--- src/hw/rtl/cvs_pkg.sv ---
// Package for the circle follow steering vector unit.
// Holds the request and result types, register indexes and the cell state types.
// It depends on nothing else.
package cvs_pkg;

    localparam logic [1:0] REG_CENTER_X = 2'd0;
    localparam logic [1:0] REG_CENTER_Z = 2'd1;
    localparam logic [1:0] REG_RADIUS   = 2'd2;

    localparam int SQRT_CELLS = 33;
    localparam int DIV_CELLS  = 65;

    typedef struct packed {
        logic signed [31:0] pos_x;
        logic signed [31:0] pos_z;
    } req_t;

    typedef struct packed {
        logic signed [31:0] steer_x;
        logic signed [31:0] steer_z;
        logic               at_center;
    } res_t;

    typedef struct packed {
        logic [65:0] s;
        logic [34:0] rem;
        logic [32:0] root;
    } sqrt_st_t;

    typedef struct packed {
        logic [63:0]        mag_x;
        logic               neg_x;
        logic [63:0]        mag_z;
        logic               neg_z;
        logic signed [32:0] dx;
        logic signed [32:0] dz;
    } side_a_t;

    typedef struct packed {
        logic [64:0] num;
        logic [32:0] rem;
        logic [40:0] q;
        logic        ovf;
    } div_lane_t;

    typedef struct packed {
        logic               neg_x;
        logic               neg_z;
        logic signed [32:0] dx;
        logic signed [32:0] dz;
        logic               zero;
        logic [32:0]        len;
    } side_b_t;

endpackage

--- src/hw/rtl/cvs_div_cell.sv ---
// One cell of the divider chain; it settles one quotient bit for both lanes.
// Depends on cvs_pkg for the lane state and the carried request data.
module cvs_div_cell
    import cvs_pkg::*;
(
    input  logic      clk,
    input  logic      rst_n,
    input  logic      valid_in,
    input  div_lane_t x_in,
    input  div_lane_t z_in,
    input  side_b_t   side_in,
    output logic      valid_out,
    output div_lane_t x_out,
    output div_lane_t z_out,
    output side_b_t   side_out
);

    logic      valid_reg;
    div_lane_t x_reg;
    div_lane_t z_reg;
    div_lane_t x_next;
    div_lane_t z_next;
    side_b_t   side_reg;

    function automatic div_lane_t step(input div_lane_t l, input logic [32:0] len);
        logic [33:0] rem_sh;
        logic [33:0] dvs;
        div_lane_t   r;
        rem_sh = {l.rem, l.num[64]};
        dvs    = {1'b0, len};
        r.num  = {l.num[63:0], 1'b0};
        r.ovf  = l.ovf | l.q[40];
        if (rem_sh >= dvs)
        begin
            r.rem = 33'(rem_sh - dvs);
            r.q   = {l.q[39:0], 1'b1};
        end
        else
        begin
            r.rem = rem_sh[32:0];
            r.q   = {l.q[39:0], 1'b0};
        end
        return r;
    endfunction

    always_comb
    begin
        x_next = step(x_in, side_in.len);
        z_next = step(z_in, side_in.len);
    end

    always_ff @(posedge clk or negedge rst_n)
    begin
        if (!rst_n)
        begin
            valid_reg <= 1'b0;
        end
        else
        begin
            valid_reg <= valid_in;
        end
    end

    always_ff @(posedge clk)
    begin
        x_reg    <= x_next;
        z_reg    <= z_next;
        side_reg <= side_in;
    end

    assign valid_out = valid_reg;
    assign x_out     = x_reg;
    assign z_out     = z_reg;
    assign side_out  = side_reg;

endmodule
--- config.mk ---
export PLATFORM = sky130hd
export DESIGN_NAME = cvs_div_cell
export DESIGN_NICKNAME = d
export VERILOG_FILES = /design/src/hw/rtl/cvs_pkg.sv /design/src/hw/rtl/cvs_div_cell.sv
export SDC_FILE = /design/constraint.sdc
export NUM_CORES = 1
export LEC_CHECK = 0
export ABC_AREA = 1
export BUFFER_PORTS_ARGS = -buffer_cell sky130_fd_sc_hd__buf_2
export CAP_MARGIN = 5
export CORE_AREA = 2 2 297 299
export DETAILED_ROUTE_END_ITERATION = 8
export DIE_AREA = 0 0 299 301
export PLACE_DENSITY = 0.34
export SLEW_MARGIN = 20
export SYNTH_ARGS = -nofsm -noshare
export SYNTH_HDL_FRONTEND = slang
export SYNTH_SLANG_ARGS = --single-unit
export TNS_END_PERCENT = 5
--- constraint.sdc ---
create_clock -name clk -period 0.9 [get_ports clk]
set_input_delay 0.09 -clock clk [delete_from_list [all_inputs] [get_ports clk]]
set_output_delay 0.09 -clock clk [all_outputs]
set_load 0.005 [all_outputs]
==> metrics <==
status=finished, violations left; violated checks=hold timing, setup timing; first-pass GRT wire length=between 100000 and 150000 um; vias per cell=about 3.8; Seq. cell area=just under 8000 sq um; Total Nets Final=around 3600; Leak=around 0.015 uW; clock share of power=approximately 40%; wire per inst=22.1 um; crit path launch type=input port; CP Class=input port to flop; Core ar.=86500 sq um; number of H-tree levels=2; Post-route DRC=0; post-synth top area share=a little over half; final core utilization=34.4%; FP Rows=between 100 and 150; fin. max-slew vios=0; Hold WS=-237 ps; die area=between 80000 and 90000 sq um; I/O Buffers=approximately 770; CTS tree=built; dominant cells by area after synthesis=dfxtp_1, nand2_1, inv_1, ha_1, nand3_1; Iteration-0 DRC Markers=about 700; Root Buffer=clkbuf_16; maximum root-to-sink buffer count=3; Worst Hold Class=input port to flop; arrival time worst endpoint=1920 ps; Vert. Die Dim=~300 um; Fillers=9134; Final Setup Violations=449; placed cells=around 4000; share of power burned in registers=between 30% and 40%; layout cells sized above 1=between 40% and 50%; Final Critical Period=roughly 1400 ps; required time worst endpoint=~1400 ps; area of the multi-input gates=6590 sq um; Final Hold Viols=3; WL final=just under 100000 um; Tcrit/Tclk final=160%; Clock Sink Count=381; Synth Instances=between 1500 and 2000; unrepaired setup endpoints after global routing=true; DR pass1 iterations=5; Initial Util=approximately 16%; Peak VDD IR=between 1 and 1.5 mV; initial antenna violation count=15; Int Power=about 38000 uW; Final Wtd Congestion=0.911; I/O Pins=about 770; Non-Filler Instances=4379; fmax=roughly 690 MHz; Net Sw Frac=~29%; Num CTS Buffers=49; largest area contributor in the netlist=dfxtp_1; Worst-path clk slew=approximately 60 ps; Vias=between 15000 and 20000; critical path fanouts, max=6; Die Wd=about 300 um; Power Density=roughly 1800 nW/um^2; critical path capture point type=flop; P&R area growth vs syn=110%; Syn. warnings=0; Total Routing Usage GR=approximately a fifth; setup_tns=-119710 ps; sequential element share of the synthesized area=a little over half; Worst Slack Setup Final=-543 ps; Comb pwr share=a little under a quarter; Synth Register Bits=around 380; Net Sw Power=approximately 15000 uW; maxcap violations=0; post-DP HPWL=between 80000 and 90000 um; Cell variety after synth=35; DRT antenna net count=0; gr ovfl total=0; Syn Area/Cell=approximately 8.2 sq um; maximum number of pins on one net before global-route repair=20; vias in the first global route=between 15000 and 20000; Post-Syn Area=14200 sq um
-- kinds of logic (layout without fill, tap and decap cells) --
group                    after synthesis  in the layout  synth area share, %
AO/OA/AOI/OAI                         48             48                 1.81
XOR/XNOR                              28             28                 1.73
adder cells (fa/ha/maj)               68             68                 6.11
buffers and inverters                307           1804                 8.70
flip-flops                           381            381                 53.9
other                                  1              6               0.0265
AND/OR/NAND/NOR                      889            889                 27.8
-- layer usage --
metal | global-route usage (%) | vias to the layer above | routed length (um)
met3 | 7.11 | 133 | 8020
met1 | 24.5 | 7577 | 40300
met2 | 34.4 | 557 | 44600
li1 | - | 8186 | -
met5 | 0 | - | 55
met4 | 7.20 | 8 | 3880
-- registers in the layout, indices dropped and copies added (netlist names) --
register   cells
z_out        139
valid_out      1
side_out     102
x_out        139
-- power by group through the flow --
stage / logic (uW) / clock network (uW) / registers (uW)
floorplan: 3480 / 0 / 19100
global placement: 9630 / 0 / 19200
detailed placement: 9580 / 0 / 19200
CTS: 11700 / 22400 / 18900
global route: 13700 / 23000 / 19100
finish: 12500 / 21600 / 19000
-- critical path: stages --
cell and delay (ps):
buf_2 110, clkinvlp_4 250, ha_4 330, buf_4 130
nand2_1 50, nand2_1 60, a21oi_2 130, nand2_2 80
nor2_4 220, nand2_8 150, buf_12 180, nand3_4 60
nand2_4 60
-- final timing paths --
path | from | end | slack [ps] | cells after the start
min in group asynchronous | rst_n | valid_out | 330 | 3
worst max-delay path | side_in[32] | x_out[72] | -540 | 13
worst min-delay path | z_in[73] | z_out[74] | -240 | 3
max in group asynchronous | rst_n | valid_out | 460 | 3
-- layout by cell type (no fill, tap or decap), drive strengths merged --
cell type,n
a21o,4
a21oi,41
and2,11
and3,2
buf,1040
bufinv,8
clkbuf,72
clkinv,7
clkinvlp,16
conb,2
dfrtp,1
dfxtp,380
diode,4
dlygate4sd3,383
fa,2
ha,66
inv,278
nand2,595
nand3,141
nand3b,19
nand4,6
nor2,87
nor3,21
o21ai,2
o21bai,1
or2,7
xnor2,2
xor2,26
-- stage by stage --
| step | cell area (sq um) | hold WS [ps] | setup WS (ps) | power, uW |
|---|---|---|---|---|
| floorplan | 14300 | -206 | -653 | 22600 |
| global placement | 21600 | -121 | -1330 | 28800 |
| detailed placement | 21600 | -125 | -1360 | 28700 |
| CTS | 28100 | -401 | -532 | 52900 |
| global route | 29700 | -259 | -619 | 55800 |
| finish | 29700 | -237 | -543 | 53200 |
-- cell usage after synthesis (all sizes together) --
cell type	count
a21o	4
a21oi	41
and2	11
and3	2
buf	20
conb	1
dfrtp	1
dfxtp	380
fa	2
ha	66
inv	287
nand2	595
nand3	141
nand3b	19
nand4	6
nor2	87
nor3	21
o21ai	2
o21bai	1
or2	7
xnor2	2
xor2	26
-- layout make-up --
class / count / area share [%]
Timing Repair Buffer: 1427 / 36.7
Sequential cell: 381 / 26.4
Multi-Input combinational cell: 1035 / 22.2
Tap cell: 1155 / 4.86
Clock buffer: 68 / 4.74
Inverter: 287 / 3.78
Clock inverter: 22 / 1.26
Antenna cell: 4 / 0.0337
-- repair_timing --
| item | in CTS | in global routing |
|---|---|---|
| pin swaps | 11 | 39 |
| resized for setup | 193 | 459 |
| hold endpoints to repair | 380 | 6 |
| gates cloned | 1 | 3 |
| hold buffers | 381 | 2 |
| buffers inserted | 6 | 3 |
| setup endpoints to repair | 449 | 449 |
(Power assumes the default switching activity.)
