[src/hw/rtl/cvs_pkg.sv]
// Package for the circle follow steering vector unit.
// Holds the request and result types, register indexes and the cell state types.
// It depends on nothing else.
package cvs_pkg;

    localparam logic [1:0] REG_CENTER_X = 2'd0;
    localparam logic [1:0] REG_CENTER_Z = 2'd1;
    localparam logic [1:0] REG_RADIUS   = 2'd2;

    localparam int SQRT_CELLS = 33;
    localparam int DIV_CELLS  = 65;

    typedef struct packed {
        logic signed [31:0] pos_x;
        logic signed [31:0] pos_z;
    } req_t;

    typedef struct packed {
        logic signed [31:0] steer_x;
        logic signed [31:0] steer_z;
        logic               at_center;
    } res_t;

    typedef struct packed {
        logic [65:0] s;
        logic [34:0] rem;
        logic [32:0] root;
    } sqrt_st_t;

    typedef struct packed {
        logic [63:0]        mag_x;
        logic               neg_x;
        logic [63:0]        mag_z;
        logic               neg_z;
        logic signed [32:0] dx;
        logic signed [32:0] dz;
    } side_a_t;

    typedef struct packed {
        logic [64:0] num;
        logic [32:0] rem;
        logic [40:0] q;
        logic        ovf;
    } div_lane_t;

    typedef struct packed {
        logic               neg_x;
        logic               neg_z;
        logic signed [32:0] dx;
        logic signed [32:0] dz;
        logic               zero;
        logic [32:0]        len;
    } side_b_t;

endpackage

[src/hw/rtl/cvs_sqrt_cell.sv]
// One cell of the square root chain; it settles one root bit per stage.
// Depends on cvs_pkg for the cell state and the carried request data.
module cvs_sqrt_cell
    import cvs_pkg::*;
(
    input  logic     clk,
    input  logic     rst_n,
    input  logic     valid_in,
    input  sqrt_st_t st_in,
    input  side_a_t  side_in,
    output logic     valid_out,
    output sqrt_st_t st_out,
    output side_a_t  side_out
);

    logic     valid_reg;
    sqrt_st_t st_reg;
    sqrt_st_t st_next;
    side_a_t  side_reg;
    logic [36:0] rem_sh;
    logic [36:0] trial;

    always_comb
    begin
        rem_sh = {st_in.rem, st_in.s[65:64]};
        trial  = {2'b00, st_in.root, 2'b01};
        st_next.s = {st_in.s[63:0], 2'b00};
        if (rem_sh >= trial)
        begin
            st_next.rem  = 35'(rem_sh - trial);
            st_next.root = {st_in.root[31:0], 1'b1};
        end
        else
        begin
            st_next.rem  = rem_sh[34:0];
            st_next.root = {st_in.root[31:0], 1'b0};
        end
    end

    always_ff @(posedge clk or negedge rst_n)
    begin
        if (!rst_n)
        begin
            valid_reg <= 1'b0;
        end
        else
        begin
            valid_reg <= valid_in;
        end
    end

    always_ff @(posedge clk)
    begin
        st_reg   <= st_next;
        side_reg <= side_in;
    end

    assign valid_out = valid_reg;
    assign st_out    = st_reg;
    assign side_out  = side_reg;

endmodule

[config.mk]
export PLATFORM = sky130hd
export DESIGN_NAME = cvs_sqrt_cell
export DESIGN_NICKNAME = d
export VERILOG_FILES = /design/src/hw/rtl/cvs_pkg.sv /design/src/hw/rtl/cvs_sqrt_cell.sv
export SDC_FILE = /design/constraint.sdc
export NUM_CORES = 1
export LEC_CHECK = 0
export BUFFER_PORTS_ARGS = -buffer_cell sky130_fd_sc_hd__buf_2
export CAP_MARGIN = 5
export CORE_AREA = 2 2 255 257
export DETAILED_ROUTE_END_ITERATION = 12
export DIE_AREA = 0 0 257 259
export PLACE_DENSITY = 0.44
export RECOVER_POWER = 50
export SYNTH_ARGS = -nofsm -noshare
export SYNTH_HDL_FRONTEND = slang
export SYNTH_SLANG_ARGS = --single-unit
[constraint.sdc]
create_clock -name clk -period 0.8 [get_ports clk]
set_clock_uncertainty 0.15 [all_clocks]
set_input_delay 0.16 -clock clk [delete_from_list [all_inputs] [get_ports clk]]
set_output_delay 0.16 -clock clk [all_outputs]
set_load 0.005 [all_outputs]
==> results of run 1 <==
-- Yosys cell counts, types with 3 or more instances --
library cell / instances / area share (%)
dfxtp_1: 328 / 71
inv_1: 41 / 1.7
ha_1: 35 / 4.7
a21oi_1: 30 / 1.6
a21o_1: 26 / 2.1
mux2_4: 25 / 4.1
nand2_1: 25 / 1.0
nor2_1: 22 / 0.89
xnor2_1: 19 / 1.8
xor2_1: 14 / 1.3
o21ai_0: 12 / 0.65
clkbuf_1: 10 / 0.41
nand3_1: 9 / 0.49
nand4_1: 8 / 0.54
mux2_2: 6 / 0.73
and3_1: 4 / 0.27
nor2b_1: 4 / 0.27
o221ai_1: 4 / 0.38
a31o_2: 3 / 0.28
buf_12: 3 / 0.65
mux2i_1: 3 / 0.32
o21a_1: 3 / 0.24
o21bai_1: 3 / 0.24
-- sequential cells by signal, indices dropped and copies added, names as in the netlist --
register,cells
side_out,196
st_out,132
valid_out,1
-- tightest hold or removal path, cell delays in order --
cell    delay (ps)
buf_2           90
buf_4           90
mux2_4         120
-- path summary, 6_finish.rpt --
path | slack (ps) | cells past startpoint | end
worst max-delay path | -1420 | 12 | st_out[54]
worst min-delay path | -210 | 3 | st_out[65]
max in group asynchronous | 420 | 2 | valid_out
min in group asynchronous | -50 | 2 | valid_out
-- logic make-up (layout without fill, tap and decap cells) --
family	count (synthesis)	after routing	share of synthesized area [%]
xor gates and xnor gates	33	33	3.12
buffers and inverters	59	1246	3.10
adders and majority gates	35	35	4.73
DFF	329	329	71.2
muxes	34	34	5.11
AOI/OAI and AO/OA	107	107	8.09
other	1	6	0.0405
and+or+nand+nor	87	87	4.58
-- metrics by stage --
step                      hold slack [ps]  util (%)  TNS, ps  setup slack (ps)
after floorplan                      -286         -   -60610             -1740
after global placement               -188      23.2   -77280             -2200
after detailed placement             -188      23.2   -76540             -2180
after CTS                            -458      31.7  -226310             -1480
after global routing                 -244      32.7  -229180             -1490
final                                -214      32.7  -210560             -1420
-- area by class of cell --
class                   instances  share of cell area (%)
diodes                          4                  0.0479
well taps                     855                    5.12
clock inverters                21                    1.41
flip-flops and latches        329                    32.6
multi-input cells             298                    13.2
inverters                      41                   0.857
clock buffers                  51                    5.13
repair buffers               1133                    41.6
-- power by group through the flow --
stage / clock network [mW] / logic, mW / registers [mW]
global route: 20.3 / 9.41 / 18.4
finish: 19.0 / 8.75 / 18.3
CTS: 19.7 / 8.58 / 18.2
floorplan: 0 / 2.26 / 18.5
detailed placement: 0 / 6.36 / 18.3
global placement: 0 / 6.32 / 18.3
-- what timing repair did --
item / in CTS / in global routing
setup buffers: 10 / 1
endpoints found under the setup margin: 365 / 365
endpoints found under the hold margin: 329 / 22
cloned: 2 / 0
hold buffers: 309 / 3
resized for setup: 285 / 167
pin swaps: 12 / 7
-- metal layers --
layer / share of wire (%) / wire length (um) / track usage [%] / up-vias
met5: 0.17 / 86 / 0 / -
met4: 5.1 / 2630 / 7.14 / 14
met3: 8.2 / 4260 / 5.67 / 117
met2: 51 / 26500 / 26.8 / 413
met1: 35 / 18400 / 14.7 / 4495
li1: - / - / - / 4630
==> results.md, run 1 <==
- Cells after Synth: 685
- Post-synth EDFFs: 0
- Cell Int Power: 34.4 mW
- #FFs+latches synth: 329
- Hold path start: st_in[63]
- CTS buffer count: 39
- Post-DP HPWL: 40100 um
- Final net count: 2210
- Vias in the first global route: 10600
- Ys Warns: 0
- IO buf count: 661
- P_sw: 11.6 mW
- Die Area: 0.0666 mm^2
- Reg power frac: 39.7%
- Critical Path RT: 1090 ps
- Max Fclk: 450 MHz
- Final Hold Fails: 19
- Starting density of the core: 14.5%
- Iteration-0 DRC Markers: 433
- Io pins: 664
- Endpoint class of the critical path: register
- Total track usage: 14.8%
- Antenna Nets Post-Route: 0
- Fillers: 6395
- Final worst slack: -1420 ps
- First-pass GRT wire length: 71400 um
- Overflow after GRT: 0
- CTS tree: built
- Area of the multi-input gates: 0.00276 mm^2
- Slowest CP cell: a311oi_2
- Largest net degree at the start of global routing: 14
- Core area: 0.0639 mm^2
- Sequential cell area: 0.00681 mm^2
- Clock-pin slew on the worst setup and hold paths: 60 ps
- CP Buf/Inv Count: 3
- Final setup violation count: 365
- Final hold slack: -214 ps
- Final instance area: 0.0209 mm^2
- CP Max Fanout: 10
- Dpl cells: 2334
- Commonest non-fill, non-tap cell in the layout: buf_2
- MaxCap Viol Count: 0
- Slew Limit Fails: 0
- TritonRoute pass-1 iters: 4
- Drt drc: 0
- Antenna violations before repair: 16
- RSZ-0062 raised after global routing: true
- CTS Buffer Depth: 3
- Worst endpoint data arrival time: 2510 ps
- Core Rows: 93
- Root Driver: clkbuf_16
- Syn_area_per_cell: 13.5 um^2
- Status: complete, but fails checks
- Final wirelength: 51900 um
- Sw Share: 25.2%
- Register area share after synthesis: 71.2%
- Distinct cells, synth: 58
- Synthesized area: 0.00925 mm^2
- Clock power frac: 41.3%
- Commonest non-fill, non-tap cells in the layout: 494 x buf_2, 312 x dlygate4sd3_1, 174 x dfxtp_2, 160 x buf_6, 154 x dfxtp_1
- Post-route minimum period: 2220 ps
- CP Class: in2reg
- Tot Pwr: 46.0 mW
- Routed via count: 9669
- Largest stage delay, worst path: 340 ps
- Crit path launch type: input port
- Final clock period utilization by the worst path: 278%
- Post-place instance area: 0.0148 mm^2
- Synth Flop Type: dfxtp_1
- Largest delay share family, worst path: compound AO/OA/AOI/OAI gates
- Crit. Startpoint: st_in[4]
- CTS Sinks: 329
- Die Wd: 257 um
- Area growth, synth to finish: 126%
- Vias per inst: 3.54
- Leak Pwr: 9.91 nW
- Worst VDD drop: 1.70 mV
- Pwr dens: 2200 mW/mm^2
- Die height: 259 um
- Failing checks: hold timing, setup timing
- HP Class: in2reg
- Final non-filler cell total: 2732
- H-tree lvl count: 2
- Comb pwr share: 19.0%
- Routability cong.: 0.864
- Cell Chain, Critical Path: buf_2 > inv_4 > ha_4 > o21a_1 > o211ai_2 > a311oi_2 > nor4_4 > a2111oi_4 > o21a_2 > o211a_4 > buf_12 > mux2_4
- Asr flop ratio synth: 0.304%
- Share of cells above drive strength 1: 60.8%
- WL per Instance: 19.0 um
Note: power is estimated with default switching activity, not from simulation.
==> run 2: changes to the inputs <==
--- a/config.mk
+++ b/config.mk
@@ -5,12 +5,13 @@
 export SDC_FILE = /design/constraint.sdc
 export NUM_CORES = 1
 export LEC_CHECK = 0
+export ABC_AREA = 1
 export BUFFER_PORTS_ARGS = -buffer_cell sky130_fd_sc_hd__buf_2
 export CAP_MARGIN = 5
-export CORE_AREA = 2 2 255 257
+export CORE_AREA = 2 2 260 262
 export DETAILED_ROUTE_END_ITERATION = 12
-export DIE_AREA = 0 0 257 259
-export PLACE_DENSITY = 0.44
+export DIE_AREA = 0 0 262 264
+export PLACE_DENSITY = 0.47
 export RECOVER_POWER = 50
 export SYNTH_ARGS = -nofsm -noshare
 export SYNTH_HDL_FRONTEND = slang
==> run 2 against run 1 <==
The run still ends with hold timing, setup timing left; first-iteration DRC count rose by 4.8%; global-route usage grew 3.0 points; area after synthesis increased by 9.6%; die area grew 3.9%; clock power rose by 7%; worst setup slack gained 730 ps; sequential share of layout area fell by 3.9 points; critical path type unchanged; highest routed layer unchanged.
==> results.md, run 2 <==
- Status: complete, but fails checks (unchanged)
- Failing checks: hold timing, setup timing (unchanged)
- P_sw: 13.2 mW (was 11.6 mW)
- Top-count cell post-synth: dfxtp_1 (unchanged)
- Commonest non-fill, non-tap cells in the layout: 457 x buf_2, 327 x dlygate4sd3_1, 204 x buf_6, 203 x dfxtp_2, 183 x buf_4 (was 494 x buf_2, 312 x dlygate4sd3_1, 174 x dfxtp_2, 160 x buf_6, 154 x dfxtp_1)
- Antenna violations before repair: 18 (was 16)
- WL per Instance: 21.0 um (was 19.0 um)
- Clock power frac: 41.8% (was 41.3%)
- CTS Sinks: 329 (unchanged)
- Register area share after synthesis: 65.0% (was 71.2%)
- Endpoint class of the critical path: register (unchanged)
- Drt drc: 0 (unchanged)
- Synth Flop Type: dfxtp_1 (unchanged)
- Die Area: 0.0692 mm^2 (was 0.0666 mm^2)
- Synthesized area: 0.0101 mm^2 (was 0.00925 mm^2)
- Ys Warns: 0 (unchanged)
- CTS buffer count: 42 (was 39)
- Max Fclk: 672 MHz (was 450 MHz)
- RSZ-0062 raised after global routing: true (unchanged)
- Leak Pwr: 11.4 nW (was 9.91 nW)
- Final clock period utilization by the worst path: 186% (was 278%)
- Die Wd: 262 um (was 257 um)
- Post-route minimum period: 1490 ps (was 2220 ps)
- Critical Path RT: 1170 ps (was 1090 ps)
- Worst VDD drop: 1.33 mV (was 1.70 mV)
- Setup TNS: -190280 ps (was -210560 ps)
- Area growth, synth to finish: 136% (was 126%)
- Final setup violation count: 365 (unchanged)
- Vias per inst: 3.69 (was 3.54)
- Crit. Startpoint: st_in[59] (was st_in[4])
- Die height: 264 um (was 259 um)
- H-tree lvl count: 2 (unchanged)
- Slew Limit Fails: 0 (unchanged)
- Crit path launch type: input port (unchanged)
- Pre-CTS setup slack: -1420 ps (was -2180 ps)
- Synth top area cells: dfxtp_1 65%, nand2_1 9.6%, inv_1 4.6% (was dfxtp_1 71%, ha_1 4.7%, mux2_4 4.1%)
- Vias in the first global route: 12700 (was 10600)
- Hold path start: st_in[14] (was st_in[63])
- Sw Share: 27.2% (was 25.2%)
- Io pins: 664 (unchanged)
- IO buf count: 661 (unchanged)
- Final wirelength: 66200 um (was 51900 um)
- Final Hold Fails: 16 (was 19)
- Distinct cells, synth: 35 (was 58)
- Worst endpoint data arrival time: 1860 ps (was 2510 ps)
- Routing usage on met1: 18.2% (was 14.7%)
- Commonest non-fill, non-tap cell in the layout: buf_2 (unchanged)
- Reg power frac: 37.6% (was 39.7%)
- #FFs+latches synth: 329 (unchanged)
- Clock-pin slew on the worst setup and hold paths: 60 ps (about the same)
- Routed via count: 11600 (was 9669)
- Crit path capture: st_out[61] (was st_out[54])
- Routability cong.: 0.861 (was 0.864)
- CTS tree: built (unchanged)
- MaxCap Viol Count: 0 (unchanged)
- M2 GR Usage: 32.6% (was 26.8%)
- Core area: 0.0666 mm^2 (was 0.0639 mm^2)
- Post-synth EDFFs: 0 (unchanged)
- Grt peak-use layer: met2 (unchanged)
- Max reg flops: 196 (unchanged)
- Asr flop ratio synth: 0.304% (unchanged)
- Comb pwr share: 20.6% (was 19.0%)
- Antenna Nets Post-Route: 0 (unchanged)
- Syn_area_per_cell: 10.1 um^2 (was 13.5 um^2)
- Starting density of the core: 15.2% (was 14.5%)
- Final hold slack: -437 ps (was -214 ps)
- Synth top cells by count: 328 x dfxtp_1, 259 x nand2_1, 125 x inv_1 (was 328 x dfxtp_1, 41 x inv_1, 35 x ha_1)
- CP Max Fanout: 6 (was 10)
- Final worst slack: -687 ps (was -1420 ps)
- Cell Int Power: 35.3 mW (was 34.4 mW)
- HP Class: in2reg (unchanged)
- Final net count: 2607 (was 2210)
- CP Class: in2reg (unchanged)
- Overflow after GRT: 0 (unchanged)
- Root Driver: clkbuf_16 (unchanged)
- Core Rows: 95 (was 93)
- CTS Buffer Depth: 3 (unchanged)
- GR Util met3: 6.06% (was 5.67%)
- Cell taking the most area after synthesis: dfxtp_1 (unchanged)
- Iteration-0 DRC Markers: 454 (was 433)
- Cells after Synth: 1003 (was 685)
- Final core occ: 36.0% (was 32.7%)
- Share of cells above drive strength 1: 63.2% (was 60.8%)
- Pwr dens: 2030 mW/mm^2 (was 2200 mW/mm^2)
- First-pass GRT wire length: 87200 um (was 71400 um)
- TritonRoute pass-1 iters: 4 (unchanged)
- Total track usage: 17.8% (was 14.8%)
- Top cell type's share of synthesized area: 64.7% (was 71.0%)
- Largest net degree at the start of global routing: 22 (was 14)
- Post-DP HPWL: 49900 um (was 40100 um)
[run 2: cell types whose count changed in the layout (fill, tap and decap cells not counted), moves of 37 or more]
cell / before / now
inv_1: 33 / 91
nand2_2: 0 / 57
nand3_2: 1 / 57
dfxtp_1: 154 / 116
buf_6: 160 / 204
buf_2: 494 / 457
nand2_1: 25 / 177
[run 2: timing repair]
item | 4_1_cts | 5_1_grt
pin swaps | 36 | 68
endpoints found under the setup margin | 365 | 365
hold endpoints to repair | 329 | 19
hold buffers | 324 | 3
gates resized for setup | 410 | 314
gates cloned | 3 | 9
buffers inserted | 20 | 20
[run 2: cells by family (layout without fill, tap and decap cells)]
kind of cell,count (synthesis),after routing,share of synthesized area (%)
simple gates,438,438,20.8
compound gates,41,41,2.32
flops,329,329,65.0
other cells,1,14,0.0370
fa+ha+maj,35,35,4.32
xor+xnor,17,17,1.47
buf+inv,142,1411,6.10
[run 2: final cells by class]
| cell class | instances | area (um^2) |
|---|---|---|
| Clock inverter | 23 | 325 |
| Multi-Input combinational cell | 533 | 4160 |
| Sequential cell | 329 | 6880 |
| Inverter | 130 | 533 |
| Antenna cell | 12 | 30.0 |
| Fill cell | 6678 | 42600 |
| Tap cell | 873 | 1090 |
| Clock buffer | 55 | 1150 |
| Timing Repair Buffer | 1203 | 9800 |
[run 2: power by group through the flow]
stage	clock [mW]	combinational, mW	sequential, mW
after CTS	20.8	9.10	18.2
after floorplan	0	2.40	18.4
final	20.3	10.0	18.3
after global routing	21.6	10.8	18.4
after detailed placement	0	6.84	18.3
after global placement	0	6.82	18.3
[run 2: worst min-delay path by stage]
stage               depth (start not counted)  slack (ps)    endpoint
floorplan                                   0        -290   valid_out
global placement                            1        -190   valid_out
detailed placement                          1        -190   valid_out
CTS                                         1        -490  st_out[32]
global route                                1        -470  st_out[15]
finish                                      1        -440  st_out[15]
[run 2: worst max-delay path: stages]
cell,delay (ps)
buf_2,120
ha_4,310
nand2_4,70
nor2_4,170
nand2_4,110
nor3_4,190
buf_6,140
nand2_4,50
nand4_4,80
buf_12,150
clkbuf_16,160
nand3_2,60
nand2_1,60
[run 2: metal layers]
| layer | vias up | wire length [um] |
|---|---|---|
| met5 | - | 32 |
| met1 | 5506 | 24000 |
| met2 | 428 | 34200 |
| met4 | 6 | 2440 |
| li1 | 5609 | - |
| met3 | 93 | 5510 |
[run 2: metrics by stage]
stage	power [mW]	std cells	hold slack [ps]	cell area, um^2
2_1_floorplan	20.8	1004	-286	10700
3_3_place_gp	25.2	2690	-187	16300
3_5_place_dp	25.1	2690	-188	16300
4_1_cts	48.1	3115	-485	22500
5_1_grt	50.7	3156	-471	24000
6_report	48.5	3158	-437	24000
